**src/rtl/core/rtttl_pkg.sv**
```systemverilog
`timescale 1ns / 1ps
// Shared types, constants and helper functions of the RTTTL melody parser.
package rtttl_pkg;

    localparam int CHAR_W     = 8;
    localparam int NUM_W      = 16;
    localparam int SEMI_W     = 4;
    localparam int OCT_W      = 4;
    localparam int DEF_OCT_W  = 3;
    localparam int WHOLE_W    = 18;
    localparam int DUR_W      = 19;
    localparam int TONE_W     = 6;
    localparam int DIV_STEPS  = WHOLE_W;
    localparam int STEP_W     = $clog2(DIV_STEPS + 1);
    localparam int QUEUE_DEPTH_DEFAULT = 4;

    localparam logic [NUM_W-1:0]     NUM_MAX         = 16'hFFFF;
    localparam logic [NUM_W-1:0]     DEF_LENGTH_RST  = 16'd4;
    localparam logic [DEF_OCT_W-1:0] DEF_OCTAVE_RST  = 3'd6;
    localparam logic [NUM_W-1:0]     TEMPO_RST       = 16'd63;
    localparam logic [WHOLE_W-1:0]   MS_PER_MINUTE   = 18'd60000;
    localparam logic [6:0]           TONE_OFFSET     = 7'd48;
    localparam logic [6:0]           TONE_FIRST_RAW  = 7'd49;
    localparam logic [6:0]           TONE_LAST_RAW   = 7'd96;

    localparam logic [CHAR_W-1:0] CH_NUL   = 8'h00;
    localparam logic [CHAR_W-1:0] CH_COLON = 8'h3A;
    localparam logic [CHAR_W-1:0] CH_HASH  = 8'h23;
    localparam logic [CHAR_W-1:0] CH_DOT   = 8'h2E;
    localparam logic [CHAR_W-1:0] CH_COMMA = 8'h2C;
    localparam logic [CHAR_W-1:0] CH_ZERO  = 8'h30;
    localparam logic [CHAR_W-1:0] CH_THREE = 8'h33;
    localparam logic [CHAR_W-1:0] CH_SEVEN = 8'h37;
    localparam logic [CHAR_W-1:0] CH_NINE  = 8'h39;
    localparam logic [CHAR_W-1:0] CH_LC_A  = 8'h61;
    localparam logic [CHAR_W-1:0] CH_LC_B  = 8'h62;
    localparam logic [CHAR_W-1:0] CH_LC_C  = 8'h63;
    localparam logic [CHAR_W-1:0] CH_LC_D  = 8'h64;
    localparam logic [CHAR_W-1:0] CH_LC_E  = 8'h65;
    localparam logic [CHAR_W-1:0] CH_LC_F  = 8'h66;
    localparam logic [CHAR_W-1:0] CH_LC_G  = 8'h67;
    localparam logic [CHAR_W-1:0] CH_LC_O  = 8'h6F;

    typedef enum logic [1:0] {
        CMD_TEMPO    = 2'd0,
        CMD_NOTE     = 2'd1,
        CMD_REST_END = 2'd2
    } t_cmd_kind;

    typedef struct packed {
        t_cmd_kind             kind;
        logic [NUM_W-1:0]      num;
        logic [SEMI_W-1:0]     semitone;
        logic                  dotted;
        logic [OCT_W-1:0]      octave;
        logic                  last;
    } t_cmd;

    function automatic logic [SEMI_W-1:0] semitone_of(input logic [CHAR_W-1:0] c);
        logic [SEMI_W-1:0] s;
        case (c)
            CH_LC_C: s = 4'd1;
            CH_LC_D: s = 4'd3;
            CH_LC_E: s = 4'd5;
            CH_LC_F: s = 4'd6;
            CH_LC_G: s = 4'd8;
            CH_LC_A: s = 4'd10;
            CH_LC_B: s = 4'd12;
            default: s = 4'd0;
        endcase
        return s;
    endfunction

    function automatic logic is_digit(input logic [CHAR_W-1:0] c);
        return (c >= CH_ZERO) && (c <= CH_NINE);
    endfunction

endpackage

```
**src/rtl/core/rtttl_front.sv**
```systemverilog
`timescale 1ns / 1ps
// Character parser that reads the header and notes and issues commands to the queue.
module rtttl_front (
    input  logic                              i_clk,
    input  logic                              i_rst_n,
    input  logic                              i_in_valid,
    output logic                              o_in_ready,
    input  logic [rtttl_pkg::CHAR_W-1:0]      i_char_code,
    input  logic                              i_queue_full,
    output logic                              o_push,
    output rtttl_pkg::t_cmd                   o_push_cmd
);

    typedef enum logic [15:0] {
        PH_SKIP_NAME = 16'h0001,
        PH_D         = 16'h0002,
        PH_D_SKIP    = 16'h0004,
        PH_D_NUM     = 16'h0008,
        PH_O         = 16'h0010,
        PH_O_SKIP    = 16'h0020,
        PH_O_DIG     = 16'h0040,
        PH_O_SEP     = 16'h0080,
        PH_B         = 16'h0100,
        PH_B_SKIP    = 16'h0200,
        PH_B_NUM     = 16'h0400,
        PH_N_DUR     = 16'h0800,
        PH_N_LETTER  = 16'h1000,
        PH_N_SHARP   = 16'h2000,
        PH_N_DOT     = 16'h4000,
        PH_N_OCT     = 16'h8000
    } t_phase;

    t_phase                              r_phase, n_phase;
    logic [rtttl_pkg::NUM_W-1:0]         r_accum, n_accum;
    logic [rtttl_pkg::NUM_W-1:0]         r_def_len, n_def_len;
    logic [rtttl_pkg::DEF_OCT_W-1:0]     r_def_oct, n_def_oct;
    logic [rtttl_pkg::NUM_W-1:0]         r_bpm, n_bpm;
    logic [rtttl_pkg::SEMI_W-1:0]        r_semi, n_semi;
    logic                                r_dot, n_dot;
    logic [rtttl_pkg::OCT_W-1:0]         r_oct, n_oct;

    logic                                accept;
    logic                                digit;
    logic [rtttl_pkg::NUM_W-1:0]         digit_val;
    logic [19:0]                         acc_wide;
    logic [rtttl_pkg::NUM_W-1:0]         acc_next;
    logic                                note_pending;
    logic [rtttl_pkg::NUM_W-1:0]         note_len;

    assign o_in_ready = !i_queue_full;
    assign accept     = i_in_valid && o_in_ready;
    assign digit      = rtttl_pkg::is_digit(i_char_code);
    assign digit_val  = {{(rtttl_pkg::NUM_W-4){1'b0}}, 4'(i_char_code - rtttl_pkg::CH_ZERO)};
    assign acc_wide   = 20'(r_accum) * 20'd10 + 20'(digit_val);
    assign acc_next   = (acc_wide[19:16] != 4'd0) ? rtttl_pkg::NUM_MAX : acc_wide[15:0];
    assign note_len   = (r_accum != '0) ? r_accum : r_def_len;
    assign note_pending = (r_phase == PH_N_LETTER) || (r_phase == PH_N_SHARP) ||
                          (r_phase == PH_N_DOT) || (r_phase == PH_N_OCT);

    always_comb begin
        n_phase   = r_phase;
        n_accum   = r_accum;
        n_def_len = r_def_len;
        n_def_oct = r_def_oct;
        n_bpm     = r_bpm;
        n_semi    = r_semi;
        n_dot     = r_dot;
        n_oct     = r_oct;
        o_push    = 1'b0;
        o_push_cmd.kind     = rtttl_pkg::CMD_NOTE;
        o_push_cmd.num      = note_len;
        o_push_cmd.semitone = r_semi;
        o_push_cmd.dotted   = r_dot;
        o_push_cmd.octave   = r_oct;
        o_push_cmd.last     = 1'b0;
        if (accept) begin
            if (i_char_code == rtttl_pkg::CH_NUL) begin
                o_push = 1'b1;
                o_push_cmd.last = 1'b1;
                if (!note_pending) begin
                    o_push_cmd.kind     = rtttl_pkg::CMD_REST_END;
                    o_push_cmd.semitone = '0;
                    o_push_cmd.dotted   = 1'b0;
                end
                n_phase   = PH_SKIP_NAME;
                n_accum   = '0;
                n_def_len = rtttl_pkg::DEF_LENGTH_RST;
                n_def_oct = rtttl_pkg::DEF_OCTAVE_RST;
                n_bpm     = rtttl_pkg::TEMPO_RST;
                n_semi    = '0;
                n_dot     = 1'b0;
                n_oct     = '0;
            end else begin
                case (r_phase)
                    PH_SKIP_NAME: begin
                        if (i_char_code == rtttl_pkg::CH_COLON) begin
                            n_phase = PH_D;
                        end
                    end
                    PH_D, PH_O, PH_B: begin
                        if (r_phase == PH_D && i_char_code == rtttl_pkg::CH_LC_D) begin
                            n_phase = PH_D_SKIP;
                        end else if (r_phase != PH_B && i_char_code == rtttl_pkg::CH_LC_O) begin
                            n_phase = PH_O_SKIP;
                        end else if (i_char_code == rtttl_pkg::CH_LC_B) begin
                            n_phase = PH_B_SKIP;
                        end else begin
                            o_push = 1'b1;
                            o_push_cmd.kind = rtttl_pkg::CMD_TEMPO;
                            o_push_cmd.num  = r_bpm;
                            if (digit) begin
                                n_accum = digit_val;
                                n_phase = PH_N_DUR;
                            end else begin
                                n_accum = '0;
                                n_semi  = rtttl_pkg::semitone_of(i_char_code);
                                n_dot   = 1'b0;
                                n_oct   = {1'b0, r_def_oct};
                                n_phase = PH_N_LETTER;
                            end
                        end
                    end
                    PH_D_SKIP: begin
                        n_accum = '0;
                        n_phase = PH_D_NUM;
                    end
                    PH_D_NUM: begin
                        if (digit) begin
                            n_accum = acc_next;
                        end else begin
                            if (r_accum != '0) begin
                                n_def_len = r_accum;
                            end
                            n_accum = '0;
                            n_phase = PH_O;
                        end
                    end
                    PH_O_SKIP: begin
                        n_phase = PH_O_DIG;
                    end
                    PH_O_DIG: begin
                        if (i_char_code >= rtttl_pkg::CH_THREE &&
                            i_char_code <= rtttl_pkg::CH_SEVEN) begin
                            n_def_oct = 3'(i_char_code - rtttl_pkg::CH_ZERO);
                        end
                        n_phase = PH_O_SEP;
                    end
                    PH_O_SEP: begin
                        n_phase = PH_B;
                    end
                    PH_B_SKIP: begin
                        n_accum = '0;
                        n_phase = PH_B_NUM;
                    end
                    PH_B_NUM: begin
                        if (digit) begin
                            n_accum = acc_next;
                        end else begin
                            n_bpm   = r_accum;
                            o_push  = 1'b1;
                            o_push_cmd.kind = rtttl_pkg::CMD_TEMPO;
                            o_push_cmd.num  = r_accum;
                            n_accum = '0;
                            n_phase = PH_N_DUR;
                        end
                    end
                    PH_N_DUR: begin
                        if (digit) begin
                            n_accum = acc_next;
                        end else begin
                            n_semi  = rtttl_pkg::semitone_of(i_char_code);
                            n_dot   = 1'b0;
                            n_oct   = {1'b0, r_def_oct};
                            n_phase = PH_N_LETTER;
                        end
                    end
                    PH_N_LETTER, PH_N_SHARP, PH_N_DOT, PH_N_OCT: begin
                        if (r_phase == PH_N_LETTER && i_char_code == rtttl_pkg::CH_HASH) begin
                            n_semi  = r_semi + 4'd1;
                            n_phase = PH_N_SHARP;
                        end else if ((r_phase == PH_N_LETTER || r_phase == PH_N_SHARP) &&
                                     i_char_code == rtttl_pkg::CH_DOT) begin
                            n_dot   = 1'b1;
                            n_phase = PH_N_DOT;
                        end else if (r_phase != PH_N_OCT && digit) begin
                            n_oct   = digit_val[rtttl_pkg::OCT_W-1:0];
                            n_phase = PH_N_OCT;
                        end else begin
                            o_push  = 1'b1;
                            n_accum = '0;
                            n_semi  = '0;
                            n_dot   = 1'b0;
                            n_oct   = '0;
                            if (i_char_code == rtttl_pkg::CH_COMMA) begin
                                n_phase = PH_N_DUR;
                            end else if (digit) begin
                                n_accum = digit_val;
                                n_phase = PH_N_DUR;
                            end else begin
                                n_semi  = rtttl_pkg::semitone_of(i_char_code);
                                n_oct   = {1'b0, r_def_oct};
                                n_phase = PH_N_LETTER;
                            end
                        end
                    end
                    default: begin
                        n_phase = PH_SKIP_NAME;
                    end
                endcase
            end
        end
    end

    always_ff @(posedge i_clk) begin
        if (!i_rst_n) begin
            r_phase   <= PH_SKIP_NAME;
            r_accum   <= '0;
            r_def_len <= rtttl_pkg::DEF_LENGTH_RST;
            r_def_oct <= rtttl_pkg::DEF_OCTAVE_RST;
            r_bpm     <= rtttl_pkg::TEMPO_RST;
            r_semi    <= '0;
            r_dot     <= 1'b0;
            r_oct     <= '0;
        end else begin
            r_phase   <= n_phase;
            r_accum   <= n_accum;
            r_def_len <= n_def_len;
            r_def_oct <= n_def_oct;
            r_bpm     <= n_bpm;
            r_semi    <= n_semi;
            r_dot     <= n_dot;
            r_oct     <= n_oct;
        end
    end

endmodule

```
**src/rtl/core/rtttl_queue.sv**
```systemverilog
`timescale 1ns / 1ps
// Small command queue that decouples the parser from the timing unit.
module rtttl_queue #(
    parameter int DEPTH = rtttl_pkg::QUEUE_DEPTH_DEFAULT
) (
    input  logic                 i_clk,
    input  logic                 i_rst_n,
    input  logic                 i_push,
    input  rtttl_pkg::t_cmd      i_push_cmd,
    output logic                 o_full,
    input  logic                 i_pop,
    output rtttl_pkg::t_cmd      o_head_cmd,
    output logic                 o_empty
);

    localparam int PTR_W = $clog2(DEPTH);
    localparam int CNT_W = $clog2(DEPTH + 1);
    localparam logic [PTR_W-1:0] LAST_PTR = PTR_W'(DEPTH - 1);
    localparam logic [CNT_W-1:0] FULL_CNT = CNT_W'(DEPTH);

    rtttl_pkg::t_cmd     r_entry [DEPTH];
    logic [PTR_W-1:0]    r_wr_ptr, n_wr_ptr;
    logic [PTR_W-1:0]    r_rd_ptr, n_rd_ptr;
    logic [CNT_W-1:0]    r_count, n_count;
    logic                do_push, do_pop;

    assign o_full     = (r_count == FULL_CNT);
    assign o_empty    = (r_count == '0);
    assign o_head_cmd = r_entry[r_rd_ptr];
    assign do_push    = i_push && !o_full;
    assign do_pop     = i_pop && !o_empty;

    always_comb begin
        n_wr_ptr = r_wr_ptr;
        n_rd_ptr = r_rd_ptr;
        n_count  = r_count;
        if (do_push) begin
            n_wr_ptr = (r_wr_ptr == LAST_PTR) ? '0 : r_wr_ptr + 1'b1;
        end
        if (do_pop) begin
            n_rd_ptr = (r_rd_ptr == LAST_PTR) ? '0 : r_rd_ptr + 1'b1;
        end
        if (do_push && !do_pop) begin
            n_count = r_count + 1'b1;
        end else if (do_pop && !do_push) begin
            n_count = r_count - 1'b1;
        end
    end

    always_ff @(posedge i_clk) begin
        if (do_push) begin
            r_entry[r_wr_ptr] <= i_push_cmd;
        end
    end

    always_ff @(posedge i_clk) begin
        if (!i_rst_n) begin
            r_wr_ptr <= '0;
            r_rd_ptr <= '0;
            r_count  <= '0;
        end else begin
            r_wr_ptr <= n_wr_ptr;
            r_rd_ptr <= n_rd_ptr;
            r_count  <= n_count;
        end
    end

endmodule

```
**src/rtl/core/rtttl_back.sv**
```systemverilog
`timescale 1ns / 1ps
// Timing unit that divides out whole-note time and note lengths, forms tone indices and holds the result register.
module rtttl_back (
    input  logic                              i_clk,
    input  logic                              i_rst_n,
    input  logic                              i_empty,
    input  rtttl_pkg::t_cmd                   i_head_cmd,
    output logic                              o_pop,
    output logic                              o_out_valid,
    input  logic                              i_out_ready,
    output logic [rtttl_pkg::TONE_W-1:0]      o_tone_index,
    output logic [rtttl_pkg::DUR_W-1:0]       o_duration_ms,
    output logic                              o_index_invalid,
    output logic                              o_end_of_song
);

    typedef enum logic [2:0] {
        ST_IDLE = 3'b001,
        ST_DIV  = 3'b010,
        ST_EMIT = 3'b100
    } t_state;

    t_state                               r_state;
    rtttl_pkg::t_cmd                      r_cmd;
    logic [rtttl_pkg::WHOLE_W-1:0]        r_whole;
    logic [rtttl_pkg::WHOLE_W-1:0]        r_quo;
    logic [rtttl_pkg::NUM_W-1:0]          r_rem;
    logic [rtttl_pkg::NUM_W-1:0]          r_divisor;
    logic [rtttl_pkg::STEP_W-1:0]         r_step;
    logic                                 r_out_valid;
    logic [rtttl_pkg::TONE_W-1:0]         r_tone;
    logic [rtttl_pkg::DUR_W-1:0]          r_dur;
    logic                                 r_inv;
    logic                                 r_end;

    logic [rtttl_pkg::NUM_W:0]            trial;
    logic                                 fits;
    logic [rtttl_pkg::WHOLE_W-1:0]        quo_next;
    logic [rtttl_pkg::NUM_W-1:0]          rem_next;
    logic                                 load_out;
    logic [6:0]                           raw_index;
    logic                                 raw_ok;
    logic [rtttl_pkg::DUR_W-1:0]          dur_val;

    assign trial    = {r_rem, r_quo[rtttl_pkg::WHOLE_W-1]};
    assign fits     = trial >= {1'b0, r_divisor};
    assign rem_next = fits ? rtttl_pkg::NUM_W'(trial - {1'b0, r_divisor})
                           : trial[rtttl_pkg::NUM_W-1:0];
    assign quo_next = {r_quo[rtttl_pkg::WHOLE_W-2:0], fits};

    assign o_pop    = (r_state == ST_IDLE) && !i_empty;
    assign load_out = (r_state == ST_EMIT) && (!r_out_valid || i_out_ready);

    assign raw_index = 7'(r_cmd.octave) * 7'd12 + 7'(r_cmd.semitone);
    assign raw_ok    = (raw_index >= rtttl_pkg::TONE_FIRST_RAW) &&
                       (raw_index <= rtttl_pkg::TONE_LAST_RAW);
    assign dur_val   = r_cmd.dotted ? 19'(r_quo) + 19'(r_quo >> 1) : 19'(r_quo);

    always_ff @(posedge i_clk) begin
        if (!i_rst_n) begin
            r_state     <= ST_IDLE;
            r_whole     <= '0;
            r_out_valid <= 1'b0;
            r_step      <= '0;
        end else begin
            if (load_out) begin
                r_out_valid <= 1'b1;
            end else if (i_out_ready) begin
                r_out_valid <= 1'b0;
            end
            case (r_state)
                ST_IDLE: begin
                    if (!i_empty) begin
                        r_cmd  <= i_head_cmd;
                        r_rem  <= '0;
                        r_step <= rtttl_pkg::STEP_W'(rtttl_pkg::DIV_STEPS);
                        case (i_head_cmd.kind)
                            rtttl_pkg::CMD_TEMPO: begin
                                r_quo     <= rtttl_pkg::MS_PER_MINUTE;
                                r_divisor <= (i_head_cmd.num == '0) ?
                                             rtttl_pkg::NUM_W'(1) : i_head_cmd.num;
                                r_state   <= ST_DIV;
                            end
                            rtttl_pkg::CMD_NOTE: begin
                                r_quo     <= r_whole;
                                r_divisor <= i_head_cmd.num;
                                r_state   <= ST_DIV;
                            end
                            default: begin
                                r_quo     <= '0;
                                r_state   <= ST_EMIT;
                            end
                        endcase
                    end
                end
                ST_DIV: begin
                    r_rem  <= rem_next;
                    r_quo  <= quo_next;
                    r_step <= r_step - 1'b1;
                    if (r_step == rtttl_pkg::STEP_W'(1)) begin
                        if (r_cmd.kind == rtttl_pkg::CMD_TEMPO) begin
                            r_whole <= {quo_next[rtttl_pkg::WHOLE_W-3:0], 2'b00};
                            r_state <= ST_IDLE;
                        end else begin
                            r_state <= ST_EMIT;
                        end
                    end
                end
                ST_EMIT: begin
                    if (load_out) begin
                        if (r_cmd.last) begin
                            r_whole <= '0;
                        end
                        r_state <= ST_IDLE;
                    end
                end
                default: begin
                    r_state <= ST_IDLE;
                end
            endcase
        end
    end

    always_ff @(posedge i_clk) begin
        if (load_out) begin
            r_dur <= dur_val;
            r_end <= r_cmd.last;
            if (r_cmd.semitone == '0) begin
                r_tone <= '0;
                r_inv  <= 1'b0;
            end else if (raw_ok) begin
                r_tone <= rtttl_pkg::TONE_W'(raw_index - rtttl_pkg::TONE_OFFSET);
                r_inv  <= 1'b0;
            end else begin
                r_tone <= '0;
                r_inv  <= 1'b1;
            end
        end
    end

    assign o_out_valid     = r_out_valid;
    assign o_tone_index    = r_tone;
    assign o_duration_ms   = r_dur;
    assign o_index_invalid = r_inv;
    assign o_end_of_song   = r_end;

endmodule

```
**src/rtl/core/rtttl_melody_parser.sv**
```systemverilog
`timescale 1ns / 1ps
// Top level of the RTTTL melody parser: parser, command queue and timing unit.
// The parser takes one ringtone character per clock cycle and stalls only when the
// command queue is full. Every completed note and every end of header goes through the
// queue to a timing unit whose restoring divider produces one quotient bit a cycle. It
// fetches a note, divides and then writes the result register; a tempo update is only
// fetched and divided. It takes a new command only once it is done with the last; the
// queue absorbs short bursts, and when notes arrive faster than the timing unit handles
// them the parser waits once the queue is full. A zero byte with no note pending passes
// the queue, command register and result register to its end-of-song result once the
// queue ahead has drained and the receiver is ready; else the pending note is last.
module rtttl_melody_parser #(
    parameter int QUEUE_DEPTH = rtttl_pkg::QUEUE_DEPTH_DEFAULT
) (
    input  logic                              i_clk,
    input  logic                              i_rst_n,
    input  logic                              i_in_valid,
    output logic                              o_in_ready,
    input  logic [rtttl_pkg::CHAR_W-1:0]      i_char_code,
    output logic                              o_out_valid,
    input  logic                              i_out_ready,
    output logic [rtttl_pkg::TONE_W-1:0]      o_tone_index,
    output logic [rtttl_pkg::DUR_W-1:0]       o_duration_ms,
    output logic                              o_index_invalid,
    output logic                              o_end_of_song
);

    logic              w_push;
    rtttl_pkg::t_cmd   w_push_cmd;
    logic              w_full;
    logic              w_pop;
    logic              w_empty;
    rtttl_pkg::t_cmd   w_head_cmd;

    rtttl_front u_front (
        .i_clk        (i_clk),
        .i_rst_n      (i_rst_n),
        .i_in_valid   (i_in_valid),
        .o_in_ready   (o_in_ready),
        .i_char_code  (i_char_code),
        .i_queue_full (w_full),
        .o_push       (w_push),
        .o_push_cmd   (w_push_cmd)
    );

    rtttl_queue #(
        .DEPTH (QUEUE_DEPTH)
    ) u_queue (
        .i_clk      (i_clk),
        .i_rst_n    (i_rst_n),
        .i_push     (w_push),
        .i_push_cmd (w_push_cmd),
        .o_full     (w_full),
        .i_pop      (w_pop),
        .o_head_cmd (w_head_cmd),
        .o_empty    (w_empty)
    );

    rtttl_back u_back (
        .i_clk           (i_clk),
        .i_rst_n         (i_rst_n),
        .i_empty         (w_empty),
        .i_head_cmd      (w_head_cmd),
        .o_pop           (w_pop),
        .o_out_valid     (o_out_valid),
        .i_out_ready     (i_out_ready),
        .o_tone_index    (o_tone_index),
        .o_duration_ms   (o_duration_ms),
        .o_index_invalid (o_index_invalid),
        .o_end_of_song   (o_end_of_song)
    );

    a_push_has_room: assert property (@(posedge i_clk) disable iff (!i_rst_n)
        w_push |-> !w_full)
        else $error("Command written into a full queue.");

    a_pop_has_entry: assert property (@(posedge i_clk) disable iff (!i_rst_n)
        w_pop |-> !w_empty)
        else $error("Command taken from an empty queue.");

    a_invalid_index_zero: assert property (@(posedge i_clk) disable iff (!i_rst_n)
        (o_out_valid && o_index_invalid) |-> (o_tone_index == '0))
        else $error("Out-of-range note carries a nonzero tone index.");

    a_index_in_table: assert property (@(posedge i_clk) disable iff (!i_rst_n)
        o_out_valid |-> (o_tone_index <= rtttl_pkg::TONE_W'(48)))
        else $error("Tone index beyond the tone table.");

endmodule
```
**config.mk**
```make
export PLATFORM = sky130hd
export DESIGN_NAME = rtttl_melody_parser
export DESIGN_NICKNAME = d
export VERILOG_FILES = /design/src/rtl/core/rtttl_pkg.sv /design/src/rtl/core/rtttl_front.sv /design/src/rtl/core/rtttl_queue.sv /design/src/rtl/core/rtttl_back.sv /design/src/rtl/core/rtttl_melody_parser.sv
export SDC_FILE = /design/constraint.sdc
export NUM_CORES = 1
export LEC_CHECK = 0
export BUFFER_PORTS_ARGS = -buffer_cell sky130_fd_sc_hd__buf_2
export CAP_MARGIN = 20
export CORE_UTILIZATION = 40
export CTS_BUF_LIST = sky130_fd_sc_hd__clkbuf_16
export DETAILED_ROUTE_END_ITERATION = 8
export MAX_ROUTING_LAYER = met4
export SLEW_MARGIN = 20
export SYNTH_ARGS = -nofsm -noshare
export SYNTH_HDL_FRONTEND = slang
export SYNTH_SLANG_ARGS = --single-unit
```
**constraint.sdc**
```tcl
create_clock -name i_clk -period 10.1 [get_ports i_clk]
set_input_delay 2.02 -clock i_clk [delete_from_list [all_inputs] [get_ports i_clk]]
set_output_delay 2.02 -clock i_clk [all_outputs]
set_load 0.01 [all_outputs]
```
; Word-level counts from Yosys, hierarchy flattened
; Memory sizes are Yosys's and may differ from the RTL's. A register that Yosys moved wholly into a read port is not among the register bits.
; Cells that the tools add are included.
[totals]
regBits = 199
latchBits = 0
mem_bits_rw = 112
romBits = 0
input_bits = 12
elab_cells = 301
mem_count = 1
[mem_list]
columns = name, depth, width, read_ports, rd_clocked_by_memory_dff, wr, line_no
row1 = u_queue.r_entry, 4, 28, 1, 1, 1, rtttl_queue.sv:21  ; rtttl_pkg::t_cmd r_entry [DEPTH];
[op_classes]
n_addsub = 12
multipliers = 2
n_div = 0
order_cmp = 7
eq_ne = 59
shift = 0
mux = 127
bitwise_logic = 2
reduce_logical = 63
[ops]
columns = cell, n
row1 = two-way mux 16 bit, 32
row2 = case mux 16 bit (11 select lines), 1
row3 = two-way mux 18 bit, 8
row4 = case mux 18 bit (2 select lines), 4
row5 = two-way mux 4 bit, 22
row6 = case mux 16 bit (5 select lines), 1
row7 = "equality test 8 x 7 -> 1 bit, second input constant", 8
row8 = case mux 16 bit (2 select lines), 2
row9 = two-way mux 17 bit, 2
row10 = two-way mux 3 bit, 11
row11 = "equality test 8 x 6 -> 1 bit, second input constant", 4
row12 = case mux 4 bit (7 select lines), 1
row13 = two-way mux 13 bit, 2
row14 = two-way mux 1 bit, 24
row15 = case mux 4 bit (3 select lines), 2
row16 = case mux 4 bit (6 select lines), 1
row17 = two-way mux 23 bit, 1
row18 = adder 20 x 4 -> 20 bit, 1
row19 = adder 18 x 17 -> 19 bit, 1
row20 = "multiplier 16 x 3 -> 19 bit, second input constant", 1
row21 = "inequality test 3 x 2 -> 1 bit, second input constant", 6
row22 = AND reduction 3 bit, 6
row23 = AND reduction 9 bit, 2
row24 = nonzero test 2 bit, 9
row25 = other kinds (68), 120

; Longest topological paths before layout
; Gate-level depths: netlist (run 1).
[logic_depth]
word_depth = 14
mapped_depth = 14
ltp_nobuf = 12

; Hierarchy
; A second synthesis (run 1) with hierarchy kept.
[unflattened]
cells_unflattened = 1545
hier_area_um2 = 16952.5
[modules_own_cells]
columns = mod, instances, cells_per_inst, area_each_um2, seq_area_each_um2
row1 = rtttl_back, 1, 623, 6576.3, 3173.0
row2 = rtttl_front, 1, 725, 5805.6, 1521.5
row3 = rtttl_queue, 1, 197, 4570.6, 3543.4

; Worst setup path after synthesis (run 1)
; Ideal clock, no wire load.
[synth_timing]
path_type = input-to-reg
start = input i_rst_n
end = register u_back.r_quo[0] (netlist name) (enable)
setup_time_ns = 0.477
t_arrival_ns = 5.016
path_slack_ns = 4.606
cell_stages = 3
path_buffers = 2
cell_sequence = clkbuf_1 > clkbuf_1 > a21boi_0
[synth_between]
elab_chain_len = 1
[synth_rtl]
columns = item, line_no
row1 = "start, declared", rtttl_melody_parser.sv:16  ; input logic i_rst_n,
row2 = AND reduction 3 bit (no source line), -
row3 = "end signal, assigned", rtttl_back.sv:79  ; r_quo <= rtttl_pkg::MS_PER_MINUTE;
row4 = "end signal, assigned", rtttl_back.sv:85  ; r_quo <= r_whole;
row5 = "end signal, assigned", rtttl_back.sv:98  ; r_quo <= quo_next;
row6 = "end, declared", rtttl_back.sv:26  ; logic [rtttl_pkg::WHOLE_W-1:0] r_quo;
; Every way passes these cells.
; A chain may end at the register's enable or synchronous reset.

; Final worst setup path (run 1)
[layout_timing]
start = input i_char_code[2] (netlist name)
end = register u_queue.r_count[2]
[layout_between]
elab_chain_len = 13
elab_cells_between_ends = 30
cone_classes = order compare (2) / eq/ne (5) / mux (11) / reduce/logical (12)
[layout_rtl]
columns = item, line_no
row1 = "start, declared", rtttl_melody_parser.sv:19  ; input logic [rtttl_pkg::CHAR_W-1:0] i_char_code,
row2 = >= comparator 8 x 6 -> 1 bit / less-or-equal comparator 8 x 6 -> 1 bit (equally long branches), rtttl_pkg.sv:75  ; return (c >= CH_ZERO) && (c <= CH_NINE);
row3 = logical AND 1 bit, rtttl_pkg.sv:75
row4 = logical AND 1 bit, rtttl_front.sv:185  ; end else if (r_phase != PH_N_OCT && digit) begin
row5 = two-way mux 1 bit, rtttl_front.sv:185
row6 = two-way mux 1 bit, rtttl_front.sv:181  ; end else if ((r_phase == PH_N_LETTER || r_phase == PH_N_SHARP) &&
row7 = two-way mux 1 bit, rtttl_front.sv:178  ; if (r_phase == PH_N_LETTER && i_char_code == rtttl_pkg::CH_HASH) begin
row8 = case mux 1 bit (3 select lines), rtttl_front.sv:94  ; case (r_phase)
row9 = two-way mux 1 bit *, rtttl_front.sv:77  ; if (i_char_code == rtttl_pkg::CH_NUL) begin
row10 = two-way mux 1 bit *, rtttl_front.sv:76  ; if (accept) begin
row11 = logical AND 1 bit *, rtttl_queue.sv:30  ; assign do_push = i_push && !o_full;
row12 = named net u_queue.do_push, rtttl_queue.sv:25  ; logic do_push, do_pop;
row13 = logical NOT 1 bit, rtttl_queue.sv:45  ; end else if (do_pop && !do_push) begin
row14 = logical AND 1 bit, rtttl_queue.sv:45
row15 = nonzero test 2 bit (no source line), -
row16 = "end signal, assigned", rtttl_queue.sv:64  ; r_count <= n_count;
row17 = "end, declared", rtttl_queue.sv:24  ; logic [CNT_W-1:0] r_count, n_count;
; Mark *: on every way through the listed nets, which the timed path passes. The rest lies on a longest branch.

==> implementation parameters, run 1 <==
Parameter                              Value

Timing
  Smallest hold slack    0.4700 ns
  Clk_skew    0.01486 ns
  Finish-stage setup viols    0
  Highest achievable clock rate    195.2 MHz
  Actual slew at the worst max-slew pin    1.128 ns
  Share of the clock period used by the worst path after layout    0.5072
  Total Negative Setup Slacks    0 ns
  Final number of max-transition violations    0
  Hold Vio Cnt, Final    0
  Worst max-slew margin expressed relative to the limit    0.2433
  Time the final worst path needs with I/O delays and setup    5.123 ns
  Unrepaired setup endpoints after global routing    no

Place
  Detail Placement HPWL    26.67 mm
  Final GP Congestion    0.9137
  Placement-stage cell area    0.01755 mm^2
  Port Buf Inserts    40

Run
  Total of max-cap violations    0

CTS
  Clk slew on worst S/H paths    0.07 ns
  Later-pin clock latency in the skew report    0.52 ns
  Buffer levels on the longest clock path    3
  Cts hold-fix bufs    0
  Buffer cell driving the clock tree root    sky130_fd_sc_hd__clkbuf_16
  TritonCTS buffer count    34
  Setup bufs post-CTS    0
  Cts repair resizes    0
  Clock tree from TritonCTS    done
  Clock sink total    311
  Number of H-tree branching levels    2

Critical path
  Reg-to-reg critical path endpoint    u_queue.r_count[2]
  Setup crit end    u_queue.r_count[2]
  Beginning of the worst register-to-register path    u_front.r_phase[2]
  Depth of the most critical reg-to-reg path    12
  Critical path launch point type    input port
  Critical path peak fanout    19
  Worst setup path startpoint    i_char_code[2]
  Data arrival, critical path    5.56 ns
  Worst R2R Setup Slack    5.69 ns
  Class of the most critical setup path    in -> reg
  Required time of the critical path    10.53 ns
  Critical Path Sink Type    flip-flop

Global routing
  Global-route congestion overflow total    0
  Number of antenna violations at the first check in global routing    0
  First-pass GRT wire length    63.16 mm
  Number of global-route vias before repair    12090
  Maximum number of pins on one net before global-route repair    78
  All-layer global routing usage    0.1897

Cells and area
  Final cell area excluding filler cells    0.01863 mm^2
  Leading cell types in the layout, fill and taps excluded    sky130_fd_sc_hd__edfxtp_1, sky130_fd_sc_hd__dfxtp_1, sky130_fd_sc_hd__nor2_1, sky130_fd_sc_hd__nand2_1, sky130_fd_sc_hd__ha_1
  Most common library cell in the layout ignoring fill and taps    sky130_fd_sc_hd__edfxtp_1
  Area used by multi-input combinational logic    0.008084 mm^2
  Antenna cells    0
  Share of final-layout standard cells stronger than drive strength 1    0.1166
  Number of fillers in the final layout    3883
  FF/Latch Area    0.008239 mm^2
  Nets@finish    1672
  Post-layout utilization of the core    0.4531
  Growth of design area from synthesis to finish    11.00%

Floorplanning
  Std-Cell Core Area    0.04111 mm^2
  Num ports    41
  # rows    74
  Die boundary width    206.8 um
  Die boundary height    206.8 um
  Starting Density    0.4082
  Area of the die    0.04278 mm^2

Yosys
  Post-synthesis instance area    0.01678 mm^2
  Predominant post-synthesis flop cell    sky130_fd_sc_hd__edfxtp_1
  Part of the Yosys area used for sequential elements    0.4909
  Syn Inst Count    1543
  Largest cells by area after synthesis    sky130_fd_sc_hd__edfxtp_1, sky130_fd_sc_hd__dfxtp_1, sky130_fd_sc_hd__ha_1, sky130_fd_sc_hd__mux4_2, sky130_fd_sc_hd__nor2b_1
  Synth Net Count    1644
  Cell accounting for the most synthesized area    sky130_fd_sc_hd__edfxtp_1
  FF+latch count, synth    311
  Share of the synthesized area in the top cell type    0.3597
  Unique cell type count in the Yosys netlist    90
  Async SR Flop Fraction    0
  Count of synthesis-stage warnings from yosys    0
  Number of synthesized flops with an enable pin    201
  Mean instance size in the synthesized netlist    10.88 um^2

Drt
  Via count of the routed design    12138
  Post-detailed-route wirelength per cell    18.04 um
  Final wirelength    38.37 mm
  DRT antenna net count    0
  DRT iter0 DRCs    641
  Drt via density    5.707
  Total iterations of the first detailed-routing run    7
  DRC violations left    0

Pwr
  Worst ir drop on vdd    0.1114 mV
  P_leak    6.781 nW
  Power per Cell Area    196.2 mW/mm^2

Status
  Status    completed

Hold path
  Path type of the worst min-delay path    reg -> reg
cells by family after synthesis:
family,after synthesis,share of synthesized area
flops,311,0.4909
simple gates,515,0.1656
fa+ha+maj,89,0.06949
xor+xnor,48,0.02505
mux,57,0.05517
buf+inv,123,0.02863
compound gates,400,0.1652
power breakdown:
| part | total, mW | switching (mW) | leakage, nW | internal [mW] |
|---|---|---|---|---|
| Combinational | 0.890 | 0.499 | 3.35 | 0.391 |
| Sequential | 1.56 | 0.0772 | 2.86 | 1.48 |
| Clock | 1.21 | 0.502 | 0.573 | 0.708 |
registers in the layout (all words and copies together), names as in the netlist, named ones only:
| register | flops |
|---|---|
| u_back.o_duration_ms | 19 |
| u_back.o_end_of_song | 1 |
| u_back.o_index_invalid | 1 |
| u_back.o_out_valid | 1 |
| u_back.o_tone_index | 6 |
| u_back.r_cmd | 12 |
| u_back.r_divisor | 16 |
| u_back.r_quo | 18 |
| u_back.r_rem | 16 |
| u_back.r_state | 3 |
| u_back.r_step | 5 |
| u_back.r_whole | 16 |
| u_front.r_accum | 16 |
| u_front.r_bpm | 16 |
| u_front.r_def_len | 16 |
| u_front.r_def_oct | 3 |
| u_front.r_dot | 1 |
| u_front.r_oct | 4 |
| u_front.r_phase | 16 |
| u_front.r_semi | 4 |
| u_queue.r_count | 3 |
| u_queue.r_entry | 112 |
| u_queue.r_rd_ptr | 2 |
| u_queue.r_wr_ptr | 2 |
critical path, cell delays in order:
cell and delay, ns:
sky130_fd_sc_hd__buf_2 0.28, sky130_fd_sc_hd__o21ai_0 0.16, sky130_fd_sc_hd__and2_1 0.31, sky130_fd_sc_hd__nor2_2 0.67, sky130_fd_sc_hd__nor2_1 0.15, sky130_fd_sc_hd__a211oi_2 0.52
sky130_fd_sc_hd__ha_1 0.29, sky130_fd_sc_hd__inv_1 0.07, sky130_fd_sc_hd__fa_1 0.43, sky130_fd_sc_hd__xor2_1 0.17, sky130_fd_sc_hd__or3_1 0.30, sky130_fd_sc_hd__a21boi_0 0.18
cell usage after synthesis (6+ instances only):
cell type	count
sky130_fd_sc_hd__buf_2	12
sky130_fd_sc_hd__mux2_2	14
sky130_fd_sc_hd__a211oi_1	17
sky130_fd_sc_hd__nand2_1	103
sky130_fd_sc_hd__o211ai_1	9
sky130_fd_sc_hd__a21boi_0	18
sky130_fd_sc_hd__o21a_1	11
sky130_fd_sc_hd__nand3_1	27
sky130_fd_sc_hd__nor2_1	105
sky130_fd_sc_hd__nand4_1	14
sky130_fd_sc_hd__o22ai_1	24
sky130_fd_sc_hd__o21ai_1	14
sky130_fd_sc_hd__nor3b_1	10
sky130_fd_sc_hd__xor2_1	19
sky130_fd_sc_hd__nand3b_1	6
sky130_fd_sc_hd__a32oi_1	9
sky130_fd_sc_hd__a31oi_1	8
sky130_fd_sc_hd__dfxtp_1	110
sky130_fd_sc_hd__o21ai_0	54
sky130_fd_sc_hd__nor4_1	27
sky130_fd_sc_hd__nand2b_1	15
sky130_fd_sc_hd__a21o_1	15
sky130_fd_sc_hd__o31ai_1	12
sky130_fd_sc_hd__a22o_1	6
sky130_fd_sc_hd__and2_1	27
sky130_fd_sc_hd__mux2i_1	16
sky130_fd_sc_hd__nor2b_1	79
sky130_fd_sc_hd__a21oi_1	74
sky130_fd_sc_hd__xnor2_1	29
sky130_fd_sc_hd__a22oi_1	65
sky130_fd_sc_hd__fa_1	7
sky130_fd_sc_hd__or4_1	6
sky130_fd_sc_hd__inv_1	54
sky130_fd_sc_hd__and3_1	12
sky130_fd_sc_hd__or2_2	8
sky130_fd_sc_hd__ha_1	82
sky130_fd_sc_hd__or3_1	12
sky130_fd_sc_hd__edfxtp_1	201
sky130_fd_sc_hd__and4_1	10
sky130_fd_sc_hd__clkbuf_1	52
sky130_fd_sc_hd__nor3_1	29
sky130_fd_sc_hd__mux4_2	27
worst min path at each step:
stage	startpoint	cells after the start	slack, ns	endpoint
floorplan	u_back.r_cmd[0]	0	0.43	u_back.o_end_of_song
global placement	u_front.r_def_oct[0]	2	0.45	u_front.r_def_oct[0]
detailed placement	u_front.r_def_oct[0]	2	0.47	u_front.r_def_oct[0]
CTS	u_front.r_def_oct[0]	2	0.48	u_front.r_def_oct[0]
global route	u_back.r_cmd[0]	0	0.50	u_back.o_end_of_song
finish	u_front.r_def_oct[0]	2	0.47	u_front.r_def_oct[0]
layout make-up:
type,instances,area share
clock buffer,35,0.04702
clock inverter,25,0.01102
inverter,55,0.01108
multi-input combinational,1109,0.4340
sequential,311,0.4423
tap,532,0.03574
timing repair buffer,60,0.01881
layer usage:
metal / GRT usage / vias to the layer above / share of wire
met5: - / - / 0
met4: 0.06517 / 0 / 0.030
met3: 0.02355 / 78 / 0.035
met2: 0.3071 / 245 / 0.47
met1: 0.2457 / 5886 / 0.46
li1: - / 5929 / -
per-stage QoR:
step | setup WS [ns] | std cells | power, mW
floorplan | 4.606 | 1543 | 2.269
finish | 4.977 | 2127 | 3.655
global placement | 4.175 | 2067 | 2.455
detailed placement | 4.494 | 2067 | 2.474
global route | 4.692 | 2127 | 3.871
CTS | 5.026 | 2127 | 3.697
(Power assumes the default switching activity.)
==> run 2: changes to the inputs <==
clock period = 4.35 ns   (was 10.1 ns; I/O delays follow)
==> run 2 against run 1 <==
  * Clock skew is 0.0034 ns higher
  * Setup slack lost 4.7 ns
  * Routed wire length increased by 2.1%
  * First-iteration DRC count grew 22%
  * Die area unchanged
  * Non-clock buffer count increased by 20
  * Register-to-register slack worse by 5.4 ns
  * Hold slack better by 0.0052 ns
  * Global-route usage is 0.25 points higher
  * The flow now finishes with violations (DRC)
  * Core utilization is 0.53 points higher
  * Total power up 140%
==> implementation parameters, run 2 (synthesis gave the netlist of run 1 again) <==
Parameter                              Value

Hold path
  Hold wc startpoint    u_front.r_def_oct[0]
  Terminating pin of the worst hold path    u_front.r_def_oct[0]
  Path type of the worst min-delay path    reg -> reg
  Min-Delay Path Depth    2

Timing
  Worst max-slew margin expressed relative to the limit    0.3134
  Highest achievable clock rate    247.6 MHz
  Unrepaired setup endpoints after global routing    no
  Share of the clock period used by the worst path after layout    0.9285
  Clk_skew    0.01823 ns
  Slack of the critical path    0.3112 ns
  Finish-stage setup viols    0
  Hold Vio Cnt, Final    0
  Actual slew at the worst max-slew pin    1.025 ns
  Final number of max-transition violations    0
  Total Negative Setup Slacks    0 ns
  Time the final worst path needs with I/O delays and setup    4.039 ns

Pwr
  P_leak    6.879 nW
  Worst ir drop on vdd    0.2383 mV
  Power per Cell Area    458.8 mW/mm^2

CTS
  Buffer levels on the longest clock path    3
  Buffer cell driving the clock tree root    sky130_fd_sc_hd__clkbuf_16
  Clock tree from TritonCTS    done
  Clock sink total    311
  Setup bufs post-CTS    0
  Later-pin clock latency in the skew report    0.53 ns
  Clk slew on worst S/H paths    0.06 ns
  Number of H-tree branching levels    2
  TritonCTS buffer count    35
  Cts hold-fix bufs    0
  Cts repair resizes    0

Critical path
  Maximum cell stage delay along the critical path    0.58 ns
  Required time of the critical path    4.74 ns
  Critical path peak fanout    7
  Data arrival, critical path    4.43 ns
  Sum of buffers and inverters on the critical path    1
  Critical path launch point type    flip-flop
  Worst setup path startpoint    u_front.r_accum[3]
  Worst R2R Setup Slack    0.31 ns
  Beginning of the worst register-to-register path    u_front.r_accum[3]
  CP cell instances    ha_1 -> ha_1 -> inv_1 -> fa_1 -> nand2b_1 -> nor4_1 -> and3_1 -> and3_1 -> o2111ai_2 -> or4_4 -> a2111oi_1 -> o21ai_1
  Class of the most critical setup path    reg -> reg
  Slowest cell on the critical path    sky130_fd_sc_hd__or4_4
  Reg-to-reg critical path endpoint    u_front.r_accum[2]
  Depth of the most critical reg-to-reg path    12
  Critical Path Sink Type    flip-flop
  Cell family with most CP delay    simple AND/OR/NAND/NOR gates

Global routing
  Busiest layer in global routing    met2
  M1 GR Usage    0.2545
  First-pass GRT wire length    64.05 mm
  Number of global-route vias before repair    11954
  All-layer global routing usage    0.1922
  Maximum number of pins on one net before global-route repair    47
  Global-route congestion overflow total    0
  Met3 GRT Util    0.02559
  Number of antenna violations at the first check in global routing    0
  GRT met2 Usage    0.3081

Place
  DP Worst Slack    0.2549 ns
  Port Buf Inserts    40
  Detail Placement HPWL    27.46 mm
  Final GP Congestion    0.9378

Drt
  Via count of the routed design    12308
  DRT antenna net count    0
  Final wirelength    39.18 mm
  Total iterations of the first detailed-routing run    9
  DRT iter0 DRCs    783
  Post-detailed-route wirelength per cell    18.21 um
  DRC violations left    1
  Drt via density    5.722

Floorplanning
  # rows    74
  Area of the die    0.04278 mm^2
  Die boundary height    206.8 um
  Num ports    41
  Std-Cell Core Area    0.04111 mm^2
  Starting Density    0.4082
  Die boundary width    206.8 um

Cells and area
  Antenna cells    0
  Largest register FFs    112
  Growth of design area from synthesis to finish    12.30%
  Nets@finish    1693
  Most flops, register    u_queue.r_entry
  Share of final-layout standard cells stronger than drive strength 1    0.1279
  Leading cell types in the layout, fill and taps excluded    sky130_fd_sc_hd__edfxtp_1, sky130_fd_sc_hd__dfxtp_1, sky130_fd_sc_hd__nor2_1, sky130_fd_sc_hd__nand2_1, sky130_fd_sc_hd__ha_1
  Most common library cell in the layout ignoring fill and taps    sky130_fd_sc_hd__edfxtp_1

Run
  Total of max-cap violations    0

Status
  Violated checks    DRC
  Status    complete, but fails checks
==> run 2: final cells by class <==
type,count,area [um^2]
Clock buffer,36,900.9
Fill cell,3842,22260
Timing Repair Buffer,80,500.5
Inverter,55,206.4
Sequential cell,311,8239
Tap cell,532,665.6
Clock inverter,28,242.7
Multi-Input combinational cell,1109,8090
==> run 2: routing by layer <==
| metal | wire length (um) | vias up |
|---|---|---|
| met4 | 956 | 0 |
| li1 | - | 6002 |
| met2 | 18650 | 262 |
| met5 | 0 | - |
| met1 | 18010 | 5971 |
| met3 | 1564 | 73 |
==> run 2: how the worst max path moves through the flow <==
| stage | cells after the start | to |
|---|---|---|
| global placement | 12 | u_front.r_accum[3] |
| detailed placement | 12 | u_front.r_accum[3] |
| floorplan | 3 | u_back.r_quo[0] |
| global route | 12 | u_front.r_accum[2] |
| CTS | 12 | u_front.r_accum[3] |
| finish | 12 | u_front.r_accum[2] |
==> run 2: power by group <==
part	leakage [nW]	internal (mW)	total [mW]	switching [mW]
clock	0.597	1.75	2.94	1.19
combinational	3.46	0.920	2.09	1.17
sequential	2.82	3.43	3.62	0.186
total	6.88	6.10	8.65	2.55
==> run 2: tightest hold or removal path, delay by kind of cell (launching register included) <==
| kind | cells | cell delay (ns) |
|---|---|---|
| and+or+nand+nor | 1 | 0.05 |
| DFF | 1 | 0.31 |
| AOI/OAI and AO/OA | 1 | 0.06 |
==> run 2: per-stage QoR <==
step	hold WS (ns)	total power [mW]	cell area (um^2)	util	std cells
after floorplan	0.4268	5.280	16780	-	1543
after global placement	0.4590	5.727	17690	0.4304	2087
after detailed placement	0.4774	5.776	17690	0.4304	2087
after CTS	0.4866	8.735	18840	0.4582	2151
after global routing	0.5228	9.133	18850	0.4584	2151
final	0.4752	8.646	18850	0.4584	2151
